<file path="config.mk">
export PLATFORM = sky130hd
export DESIGN_NAME = tga_rle_pixel_decoder_core
export DESIGN_NICKNAME = d
export VERILOG_FILES = /design/src/hdl/tga_rle_pkg.sv /design/src/hdl/tga_rle_cfg.sv /design/src/hdl/tga_rle_decode.sv /design/src/hdl/tga_rle_pixel_decoder_core.sv
export VERILOG_INCLUDE_DIRS = /design/src /design/src/hdl
export SDC_FILE = /design/constraint.sdc
export NUM_CORES = 2
export LEC_CHECK = 0
export ABC_AREA = 0
export BUFFER_PORTS_ARGS = -buffer_cell sky130_fd_sc_hd__buf_2
export CORE_MARGIN = 3
export CORE_UTILIZATION = 56
export DETAILED_ROUTE_END_ITERATION = 8
export PLACE_DENSITY = 0.73
export SLEW_MARGIN = 25
export SYNTH_ARGS = -nofsm -noshare
export SYNTH_HDL_FRONTEND = slang
export SYNTH_HIERARCHICAL = 1
export SYNTH_SLANG_ARGS = --single-unit
</file>
<file path="constraint.sdc">
create_clock -name aclk -period 9.59 [get_ports aclk]
set_input_delay 1.918 -clock aclk [delete_from_list [all_inputs] [get_ports aclk]]
set_output_delay 1.918 -clock aclk [all_outputs]
set_load 0.01 [all_outputs]
</file>
<file path="src/hdl/tga_rle_pixel_decoder_core_macros.svh">
// Assertion macros shared by the TGA run-length decoder RTL.
`ifndef TGA_RLE_PIXEL_DECODER_CORE_MACROS_SVH
`define TGA_RLE_PIXEL_DECODER_CORE_MACROS_SVH

`ifndef NO_ASSERTIONS
// Same-cycle implication: whenever ante holds, cons holds too.
`define TGA_RLE_ASSERT_IMP(label, clk, rstn, ante, cons) \
    label: assert property (@(posedge clk) disable iff (!rstn) (ante) |-> (cons)) \
        else $error("tga_rle: same-cycle check failed");
// Next-cycle implication: whenever ante holds, cons holds in the cycle after.
`define TGA_RLE_ASSERT_NEXT(label, clk, rstn, ante, cons) \
    label: assert property (@(posedge clk) disable iff (!rstn) (ante) |=> (cons)) \
        else $error("tga_rle: next-cycle check failed");
`else
`define TGA_RLE_ASSERT_IMP(label, clk, rstn, ante, cons)
`define TGA_RLE_ASSERT_NEXT(label, clk, rstn, ante, cons)
`endif

`endif

</file>
<file path="src/hdl/tga_rle_pkg.sv">
// Types and constants shared by the TGA run-length decoder modules.
package tga_rle_pkg;

    // Configuration register indexes.
    localparam logic [1:0] REG_BYTES_PER_PIXEL = 2'd0;
    localparam logic [1:0] REG_IMAGE_WIDTH     = 2'd1;
    localparam logic [1:0] REG_IMAGE_HEIGHT    = 2'd2;

    // Result status codes.
    localparam logic [1:0] STATUS_OK       = 2'd0;
    localparam logic [1:0] STATUS_COMPLETE = 2'd1;
    localparam logic [1:0] STATUS_OVERFLOW = 2'd2;

    // Header bytes above this value open a run packet.
    localparam logic [7:0] RUN_HEADER_BIAS = 8'd127;

    // Configuration as seen by the decoder.
    typedef struct packed {
        logic [2:0]  bytes_per_pixel;   // effective value, 1 to 4
        logic [31:0] pixel_total;       // image_width * image_height
    } cfg_t;

    // One decoded result.
    typedef struct packed {
        logic [31:0] pixel_value;
        logic [7:0]  repeat_count;
        logic [31:0] first_index;
        logic [1:0]  status;
    } result_t;

endpackage

</file>
<file path="src/hdl/tga_rle_cfg.sv">
// Configuration registers and the precomputed image pixel total.
module tga_rle_cfg (
    input  logic                aclk,
    input  logic                aresetn,
    input  logic                cfg_wr_en,
    input  logic [1:0]          cfg_index,
    input  logic [15:0]         cfg_wdata,
    output tga_rle_pkg::cfg_t   cfg
);

    logic [2:0]  bpp_reg;
    logic [15:0] width_reg;
    logic [15:0] height_reg;
    logic [31:0] total_reg;

    // The product is formed at write time so that the decoder sees a plain register.
    always_ff @(posedge aclk) begin
        if (!aresetn) begin
            bpp_reg    <= 3'd3;
            width_reg  <= 16'd1;
            height_reg <= 16'd1;
            total_reg  <= 32'd1;
        end else if (cfg_wr_en) begin
            case (cfg_index)
                tga_rle_pkg::REG_BYTES_PER_PIXEL: begin
                    bpp_reg <= cfg_wdata[2:0];
                end
                tga_rle_pkg::REG_IMAGE_WIDTH: begin
                    width_reg <= cfg_wdata;
                    total_reg <= 32'(cfg_wdata) * 32'(height_reg);
                end
                tga_rle_pkg::REG_IMAGE_HEIGHT: begin
                    height_reg <= cfg_wdata;
                    total_reg  <= 32'(width_reg) * 32'(cfg_wdata);
                end
                default: begin
                end
            endcase
        end
    end

    // Zero acts as one byte, anything above four as four.
    always_comb begin
        if (bpp_reg == 3'd0) begin
            cfg.bytes_per_pixel = 3'd1;
        end else if (bpp_reg > 3'd4) begin
            cfg.bytes_per_pixel = 3'd4;
        end else begin
            cfg.bytes_per_pixel = bpp_reg;
        end
        cfg.pixel_total = total_reg;
    end

endmodule

</file>
<file path="src/hdl/tga_rle_decode.sv">
// Packet and pixel state of the decoder with its single-step update logic.
module tga_rle_decode (
    input  logic                   aclk,
    input  logic                   aresetn,
    input  logic                   step_en,
    input  logic [7:0]             stream_byte,
    input  logic                   start_of_image,
    input  tga_rle_pkg::cfg_t      cfg,
    output logic                   res_valid,
    output tga_rle_pkg::result_t   res,
    output logic                   halted
);

    logic        expecting_reg, expecting_next;
    logic        run_reg, run_next;
    logic [7:0]  left_reg, left_next;
    logic [1:0]  pos_reg, pos_next;
    logic [31:0] gather_reg, gather_next;
    logic [31:0] done_reg, done_next;
    logic        halted_reg, halted_next;

    logic [31:0] gather_merged;
    logic [7:0]  reps;
    logic [32:0] after;

    always_comb begin
        expecting_next = expecting_reg;
        run_next       = run_reg;
        left_next      = left_reg;
        pos_next       = pos_reg;
        gather_next    = gather_reg;
        done_next      = done_reg;
        halted_next    = halted_reg;
        res_valid      = 1'b0;
        res            = '0;
        gather_merged  = '0;
        reps           = 8'd1;
        after          = '0;

        if (start_of_image) begin
            halted_next    = 1'b0;
            expecting_next = 1'b1;
            run_next       = 1'b0;
            left_next      = 8'd0;
            pos_next       = 2'd0;
            gather_next    = 32'd0;
            done_next      = 32'd0;
        end

        if (!halted_next) begin
            if (expecting_next) begin
                // Packet header byte.
                run_next       = stream_byte[7];
                left_next      = stream_byte[7] ? (stream_byte - tga_rle_pkg::RUN_HEADER_BIAS)
                                                : (stream_byte + 8'd1);
                expecting_next = 1'b0;
                pos_next       = 2'd0;
                gather_next    = 32'd0;
            end else begin
                gather_merged = gather_next | ({24'd0, stream_byte} << {pos_next, 3'b000});
                if (({1'b0, pos_next} + 3'd1) < cfg.bytes_per_pixel) begin
                    pos_next    = pos_next + 2'd1;
                    gather_next = gather_merged;
                end else begin
                    // Pixel complete.
                    reps             = run_next ? left_next : 8'd1;
                    after            = {1'b0, done_next} + {25'd0, reps};
                    res_valid        = 1'b1;
                    res.pixel_value  = gather_merged;
                    res.repeat_count = reps;
                    res.first_index  = done_next;
                    pos_next         = 2'd0;
                    gather_next      = 32'd0;
                    if (after > {1'b0, cfg.pixel_total}) begin
                        res.status  = tga_rle_pkg::STATUS_OVERFLOW;
                        halted_next = 1'b1;
                    end else begin
                        done_next  = after[31:0];
                        left_next  = left_next - reps;
                        res.status = tga_rle_pkg::STATUS_OK;
                        if (left_next == 8'd0) begin
                            expecting_next = 1'b1;
                            if (done_next >= cfg.pixel_total) begin
                                res.status  = tga_rle_pkg::STATUS_COMPLETE;
                                halted_next = 1'b1;
                            end
                        end
                    end
                end
            end
        end
    end

    always_ff @(posedge aclk) begin
        if (!aresetn) begin
            expecting_reg <= 1'b1;
            run_reg       <= 1'b0;
            left_reg      <= 8'd0;
            pos_reg       <= 2'd0;
            gather_reg    <= 32'd0;
            done_reg      <= 32'd0;
            halted_reg    <= 1'b0;
        end else if (step_en) begin
            expecting_reg <= expecting_next;
            run_reg       <= run_next;
            left_reg      <= left_next;
            pos_reg       <= pos_next;
            gather_reg    <= gather_next;
            done_reg      <= done_next;
            halted_reg    <= halted_next;
        end
    end

    assign halted = halted_reg;

endmodule

</file>
<file path="src/hdl/tga_rle_pixel_decoder_core.sv">
// Top level of the TGA run-length pixel decoder: handshake registers and assertions.
//
// Usage: coded TGA pixel data enters one byte per request on the s_ channel;
// s_tuser marks the first byte of an image, which must be a packet header and
// clears all counters. Header bytes and all but the last byte of a pixel
// produce nothing. Each completed pixel leaves on the m_ channel with its
// repeat count, its linear index and a status code (ok, image complete, or
// too many pixels). After completion or overflow, bytes are dropped until the
// next start-of-image request.
// Timing: an accepted byte is registered in the input register and then decoded
// into the output register, which drives m_tvalid; a stall can hold the byte in
// the input register. One byte per cycle is sustained while m_tready is high;
// the packet and pixel state is a single register set updated once per byte.
// Stalls: while a result waits with m_tready low, a byte in the input register
// is held undecoded and s_tready drops, whether or not that byte would produce
// a result; s_tready follows m_tready in the same cycle. Bytes are never lost.
// Reset (aresetn low, synchronous) empties both registers, selects three bytes
// per pixel and a 1x1 image. Configuration is written through cfg_wr_en /
// cfg_index / cfg_wdata while no request is in flight.
`include "tga_rle_pixel_decoder_core_macros.svh"

module tga_rle_pixel_decoder_core (
    input  logic        aclk,
    input  logic        aresetn,
    // Configuration write port.
    input  logic        cfg_wr_en,
    input  logic [1:0]  cfg_index,
    input  logic [15:0] cfg_wdata,
    // Coded byte stream.
    input  logic        s_tvalid,
    output logic        s_tready,
    input  logic [7:0]  s_tdata,   // [7:0] stream_byte
    input  logic [0:0]  s_tuser,   // [0] start_of_image
    // Decoded pixels.
    output logic        m_tvalid,
    input  logic        m_tready,
    output logic [71:0] m_tdata,   // [31:0] pixel_value, [39:32] repeat_count,
                                   // [71:40] first_index
    output logic [1:0]  m_tuser    // [1:0] status
);

    tga_rle_pkg::cfg_t    cfg;
    tga_rle_pkg::result_t res;
    logic                 res_valid;
    logic                 halted;

    // Input register.
    logic       in_valid_reg;
    logic [7:0] in_byte_reg;
    logic       in_sof_reg;

    // Output register.
    logic                 out_valid_reg;
    tga_rle_pkg::result_t out_res_reg;

    // A byte is decoded when the output register is empty or being emptied.
    logic step;

    assign step     = in_valid_reg && (!out_valid_reg || m_tready);
    assign s_tready = !in_valid_reg || step;

    tga_rle_cfg u_cfg (
        .aclk      (aclk),
        .aresetn   (aresetn),
        .cfg_wr_en (cfg_wr_en),
        .cfg_index (cfg_index),
        .cfg_wdata (cfg_wdata),
        .cfg       (cfg)
    );

    tga_rle_decode u_decode (
        .aclk           (aclk),
        .aresetn        (aresetn),
        .step_en        (step),
        .stream_byte    (in_byte_reg),
        .start_of_image (in_sof_reg),
        .cfg            (cfg),
        .res_valid      (res_valid),
        .res            (res),
        .halted         (halted)
    );

    always_ff @(posedge aclk) begin
        if (!aresetn) begin
            in_valid_reg <= 1'b0;
        end else if (s_tready) begin
            in_valid_reg <= s_tvalid;
        end
    end

    always_ff @(posedge aclk) begin
        if (s_tready && s_tvalid) begin
            in_byte_reg <= s_tdata;
            in_sof_reg  <= s_tuser[0];
        end
    end

    always_ff @(posedge aclk) begin
        if (!aresetn) begin
            out_valid_reg <= 1'b0;
        end else if (step) begin
            out_valid_reg <= res_valid;
        end else if (m_tready) begin
            out_valid_reg <= 1'b0;
        end
    end

    always_ff @(posedge aclk) begin
        if (step && res_valid) begin
            out_res_reg <= res;
        end
    end

    assign m_tvalid = out_valid_reg;
    assign m_tdata  = {out_res_reg.first_index, out_res_reg.repeat_count,
                       out_res_reg.pixel_value};
    assign m_tuser  = out_res_reg.status;

    // A completing or overflowing pixel must leave the decoder halted.
    `TGA_RLE_ASSERT_NEXT(a_halt_after_end, aclk, aresetn,
        step && res_valid && res.status != tga_rle_pkg::STATUS_OK, halted)
    // Only the three defined status codes ever leave the block.
    `TGA_RLE_ASSERT_IMP(a_status_code, aclk, aresetn,
        m_tvalid, m_tuser == tga_rle_pkg::STATUS_OK || m_tuser == tga_rle_pkg::STATUS_COMPLETE ||
        m_tuser == tga_rle_pkg::STATUS_OVERFLOW)
    // Every emitted pixel covers at least one position.
    `TGA_RLE_ASSERT_IMP(a_repeat_nonzero, aclk, aresetn,
        m_tvalid, m_tdata[39:32] != 8'd0)

endmodule
</file>
# Word level (Yosys, flattened, before mapping)
# Cells that the tools add are included.
[word_totals]
output_inout_bits = 76
input_bits = 32
word_cells = 102
regBits = 229
[op_classes]
n_addsub = 6
n_shift = 1
n_mul = 2
n_mux = 47
n_lt_le_gt_ge = 4
n_eq_ne = 2
bitwise = 2
reduce_logical = 18
[ops]
columns = ["cell", "n"]
rows = [
  ["2-to-1 mux 32 bit", 9],
  ["multiplier 16 x 16 -> 32 bit", 2],
  ["one-hot mux 32 bit (2 select lines)", 1],
  ["2-to-1 mux 8 bit", 7],
  ["adder 32 x 8 -> 33 bit", 1],
  ["greater-than comparator 33 x 32 -> 1 bit", 1],
  ["greater-or-equal comparator 32 bit", 1],
  ["OR 32 bit", 1],
  ["<< shifter 8 x 5 -> 32 bit", 1],
  ["2-to-1 mux 1 bit", 22],
  ["2-to-1 mux 2 bit", 6],
  ["adder 8 x 1 -> 8 bit (second input constant)", 1],
  ["logical NOT 8 bit", 1],
  ["AND reduction 2 bit", 4],
  ["subtractor 8 x 7 -> 8 bit (second input constant)", 1],
  ["subtractor 8 bit", 1],
  ["2-to-1 mux 3 bit", 2],
  ["OR reduction 5 bit", 1],
  ["nonzero test 2 bit", 2],
  ["adder 2 x 1 -> 3 bit (second input constant)", 1],
  ["greater-than comparator 3 bit (second input constant)", 1],
  ["logical AND 1 bit", 3],
  ["logical NOT 3 bit", 1],
  ["< comparator 3 bit", 1],
  ["other kinds (8)", 10],
]

# Depth between registers and ports, before layout
[logic_depth]
ltp_word = 10
mapped_depth = 25
ltp_nobuf = 22

# Modules after synthesis
# Netlist, hierarchy kept.
[by_module_without_submodules]
columns = ["module", "instances", "area_per_inst_um2", "seq_area_each_um2", "cells_per_inst"]
rows = [
  ["tga_rle_cfg", 1, 19949.1, 1341.3, 2335],
  ["tga_rle_decode", 1, 6314.8, 1541.5, 864],
  ["tga_rle_pixel_decoder_core", 1, 2605.0, 2532.4, 96],
]

# Worst setup path after synthesis
# No wires, ideal clock.
[synth_path]
path_kind = "input-to-reg"
start = "input cfg_wdata[1]"
end = "register u_cfg.total_reg[24]"
path_slack_ns = 2.018
n_path_buf = 2
arrival_time_ns = 7.437
t_required_ns = 9.455
setup_ns = 0.135
cell_stages = 21
cell_sequence = "clkbuf_1 > clkbuf_1 > nand2_1 > fa_1 > fa_1 > fa_1 > fa_1 > inv_1 > fa_1 > inv_1 > fa_1 > inv_1 > ha_1 > a21o_1 > a31o_1 > nor2b_1 > or4_1 > a31o_1 > xor2_1 > o221ai_1 > a21oi_1"
[synth_via]
elab_chain_cells = 2
word_cells_on_any_way = 3
classes_between = "mul: 2; mux: 1"
[synth_lines]
columns = ["item", "line_no", "text"]
rows = [
  ["from (decl)", "tga_rle_pixel_decoder_core.sv:28", "input logic [15:0] cfg_wdata,"],
  ["multiplier 16 x 16 -> 32 bit, on equally long branches", "tga_rle_cfg.sv:34, tga_rle_cfg.sv:30", ""],
  ["one-hot mux 32 bit (2 select lines) *", "tga_rle_cfg.sv:24", "case (cfg_index)"],
  ["to (signal assigned)", "tga_rle_cfg.sv:30", "total_reg <= 32'(cfg_wdata) * 32'(height_reg);"],
  ["to (signal assigned)", "tga_rle_cfg.sv:34", "total_reg <= 32'(width_reg) * 32'(cfg_wdata);"],
  ["to (decl)", "tga_rle_cfg.sv:14", "logic [31:0] total_reg;"],
]
# Mark *: on every way between the ends. The rest lies on a longest branch, timed or not.
# A chain may end at the register's enable or synchronous reset.

# Worst setup path in the final report
[layout_path]
start = "input cfg_wdata[9]"
end = "register u_cfg.total_reg[30]"
# The elaborated chain is that of the path after synthesis.

==> reports/metrics.cfg <==
[worst_setup_path]
crit_fanout=34
worstPathArrival_ps=8360
endpoint=u_cfg/total_reg[30]
start_kind=primary input
r2r_slack_ps=2360
worstPathRequired_ps=10050
end_kind=flop
reg2reg_depth=21
r2r_start=in_sof_reg
reg2reg_to=u_decode/done_reg[1]
path_class=in -> reg
crit_start=cfg_wdata[9]

[synth]
synthesis.instances=3295
yosysWarnings=6
synth_ff_type=dfxtp_1
synth_cell_type_count=95
synth.cell_area_mm2=0.0289
synth.largest_area_cell=fa_1
synth_common_cells=inv_1, nand2_1, fa_1
yosysMostFrequentCell=inv_1
synth_area_leaders=fa_1, ha_1, dfxtp_1
synth-seq-cells=229
syn_area_per_cell_um2=8.76
synth-edff-count=83
synthesis.nets=3973
synth_top_area_share_pct=27.0
synthArstFlopShare_pct=0
synth-seq-area-share_pct=18.8

[timing]
hold_violations=0
fmax_mhz=127
slew_headroom_pct=34.1
slew_viol_final=0
rsz0062_at_grt=no
period_needed_ps=7900
fin_worst_skew_ps=35.4
finalSetupTns_ps=0
worst_pin_slew_ps=989
holdWs_ps=472
layout_worst_path_cycle_share_pct=82.4
setup_viol=0

[place]
portBuffers=107
placed_cell_area_mm2=0.0297
hpwlAfterDp_mm=58.1
place_congestion=0.936

[grt]
grt_max_degree=86
grt_usage_pct=28.9
grt_pass1_wl_mm=125
overflow=0
antenna_found_initial=0
grt_pass1_vias=24400

[cells_and_area]
final_nets=3946
final_core_util_pct=60.4
num_antenna_cells=0
drive_gt1_share_pct=6.11
largest_reg_flops=72
areaGrowthSynthToFinish_pct=5.75
fillCellCount=4355
fin_area_mm2=0.0305

[pwr]
p_leak_nw=14.2
ir_drop_uv=119
p_per_area_mw_per_mm2=102

[clock_network]
clk_latency_ps=560
post_cts_resized=0
cts_num_sinks=229
cts_setup_buffers=0
path_clk_slew_ps=60
cts-root-buf=clkbuf_16
htreeDepth=1
postCtsHoldBufs=0
clockBufferDepth=3
cts_tree=yes
numCtsBuffers=26

[drt]
routed_wirelength_mm=76.9
num_vias=23300
dr.pass1.iters=7
avgRoutedWirePerCell_um=19.4
postRouteAntennaNets=0
drc=0
drt_iter0_drc=1742
via_per_inst=5.88

[floorplanning]
core_mm2=0.0506
row_count=82
die_w_um=233
fp.dieH_um=233
die_area_mm2=0.0543
io_pins=108
start_util_pct=57.1

[run]
cap_violations=0

[min_path]
hp-class=reg -> reg

[run_status]
status=finished, final reports clean

## layout by cell type, fill, tap and decap left out, types with 7 or more instances in the layout
cell type	Yosys	layout
inv_1	517	517
nand2_1	466	466
fa_1	389	389
and2_1	257	257
ha_1	257	257
nor2_1	164	162
a21oi_1	149	149
dfxtp_1	146	146
buf_2	5	107
edfxtp_1	83	83
nand3_1	60	60
xnor2_1	60	60
and3_1	56	56
o21ai_0	45	45
a21boi_0	35	35
a21o_1	34	34
nor2b_1	33	33
a22oi_1	33	33
xor2_1	30	30
clkbuf_16	0	27
nand4_1	23	23
nor3_1	19	18
o211ai_1	17	17
buf_4	1	15
mux2i_1	14	14
o21ai_1	13	13
a31oi_1	13	13
o211a_1	13	13
o21bai_1	12	11
a22o_1	11	11
o221ai_1	11	11
o22ai_1	9	9
clkbuf_1	156	8
a211oi_1	8	8
and4_1	8	8
o21a_1	7	7
a221oi_1	7	7
## critical path, cell delays in order
cell and delay (ps):
buf_2 630, nand2_1 180, fa_1 590, fa_1 440
fa_1 520, inv_1 50, fa_1 470, fa_1 550
inv_1 50, fa_1 550, inv_1 50, ha_1 360
a21oi_1 220, o211ai_1 150, a21oi_1 230, a211oi_1 120
a211oi_1 620, o211ai_1 210, xnor2_1 170, a221oi_1 270
## per-stage QoR
stage	power (mW)	cells	worst slack, ps
after floorplan	1.85	3295	2020
final	3.13	3960	1690
after global placement	2.10	3912	1380
after CTS	3.14	3960	1820
after detailed placement	2.12	3912	1270
after global routing	3.32	3960	1330
## worst min path at each step
stage               slack, ps            startpoint                   end  cells past startpoint
finish                    470  u_decode/done_reg[2]  u_decode/done_reg[2]                      2
global route              510    u_cfg/total_reg[5]    u_cfg/total_reg[5]                      2
global placement          450  u_decode/done_reg[1]  u_decode/done_reg[1]                      1
CTS                       470  u_decode/done_reg[2]  u_decode/done_reg[2]                      2
floorplan                 430  u_decode/done_reg[1]  u_decode/done_reg[1]                      1
detailed placement        460  u_decode/done_reg[2]  u_decode/done_reg[2]                      2
## metal layers
layer	wire (µm)	global-route usage, %	vias up
met4	3180	11.1	0
met1	32000	39.3	11500
met3	5910	4.02	192
met5	0	0	-
li1	-	-	10600
met2	35700	46.9	1033
## power breakdown
group / total [mW] / leakage (nW) / switching, mW / internal (mW)
combinational: 1.04 / 12.0 / 0.652 / 0.388
sequential: 1.08 / 1.83 / 0.0496 / 1.03
clock: 1.01 / 0.408 / 0.411 / 0.598
total: 3.13 / 14.2 / 1.11 / 2.01
## layout make-up
type	count	area (µm²)	area share [%]
inverters	520	1950	6.39
well taps	672	841	2.75
flip-flops and latches	229	5420	17.7
clock buffers	35	706	2.31
repair buffers	122	648	2.12
multi-input cells	2369	20800	68.2
clock inverters	13	153	0.500
## cells by family (layout without fill, tap and decap cells)
| group | count (synthesis) | in the layout | synth area share (%) |
|---|---|---|---|
| compound gates | 486 | 486 | 11.5 |
| flops | 229 | 229 | 18.8 |
| fa+ha+maj | 646 | 646 | 38.1 |
| simple gates | 1131 | 1131 | 19.1 |
| mux | 16 | 16 | 0.563 |
| xor+xnor | 90 | 90 | 2.73 |
| buf+inv | 697 | 690 | 9.21 |
Note: power is estimated with default switching activity, not from simulation.
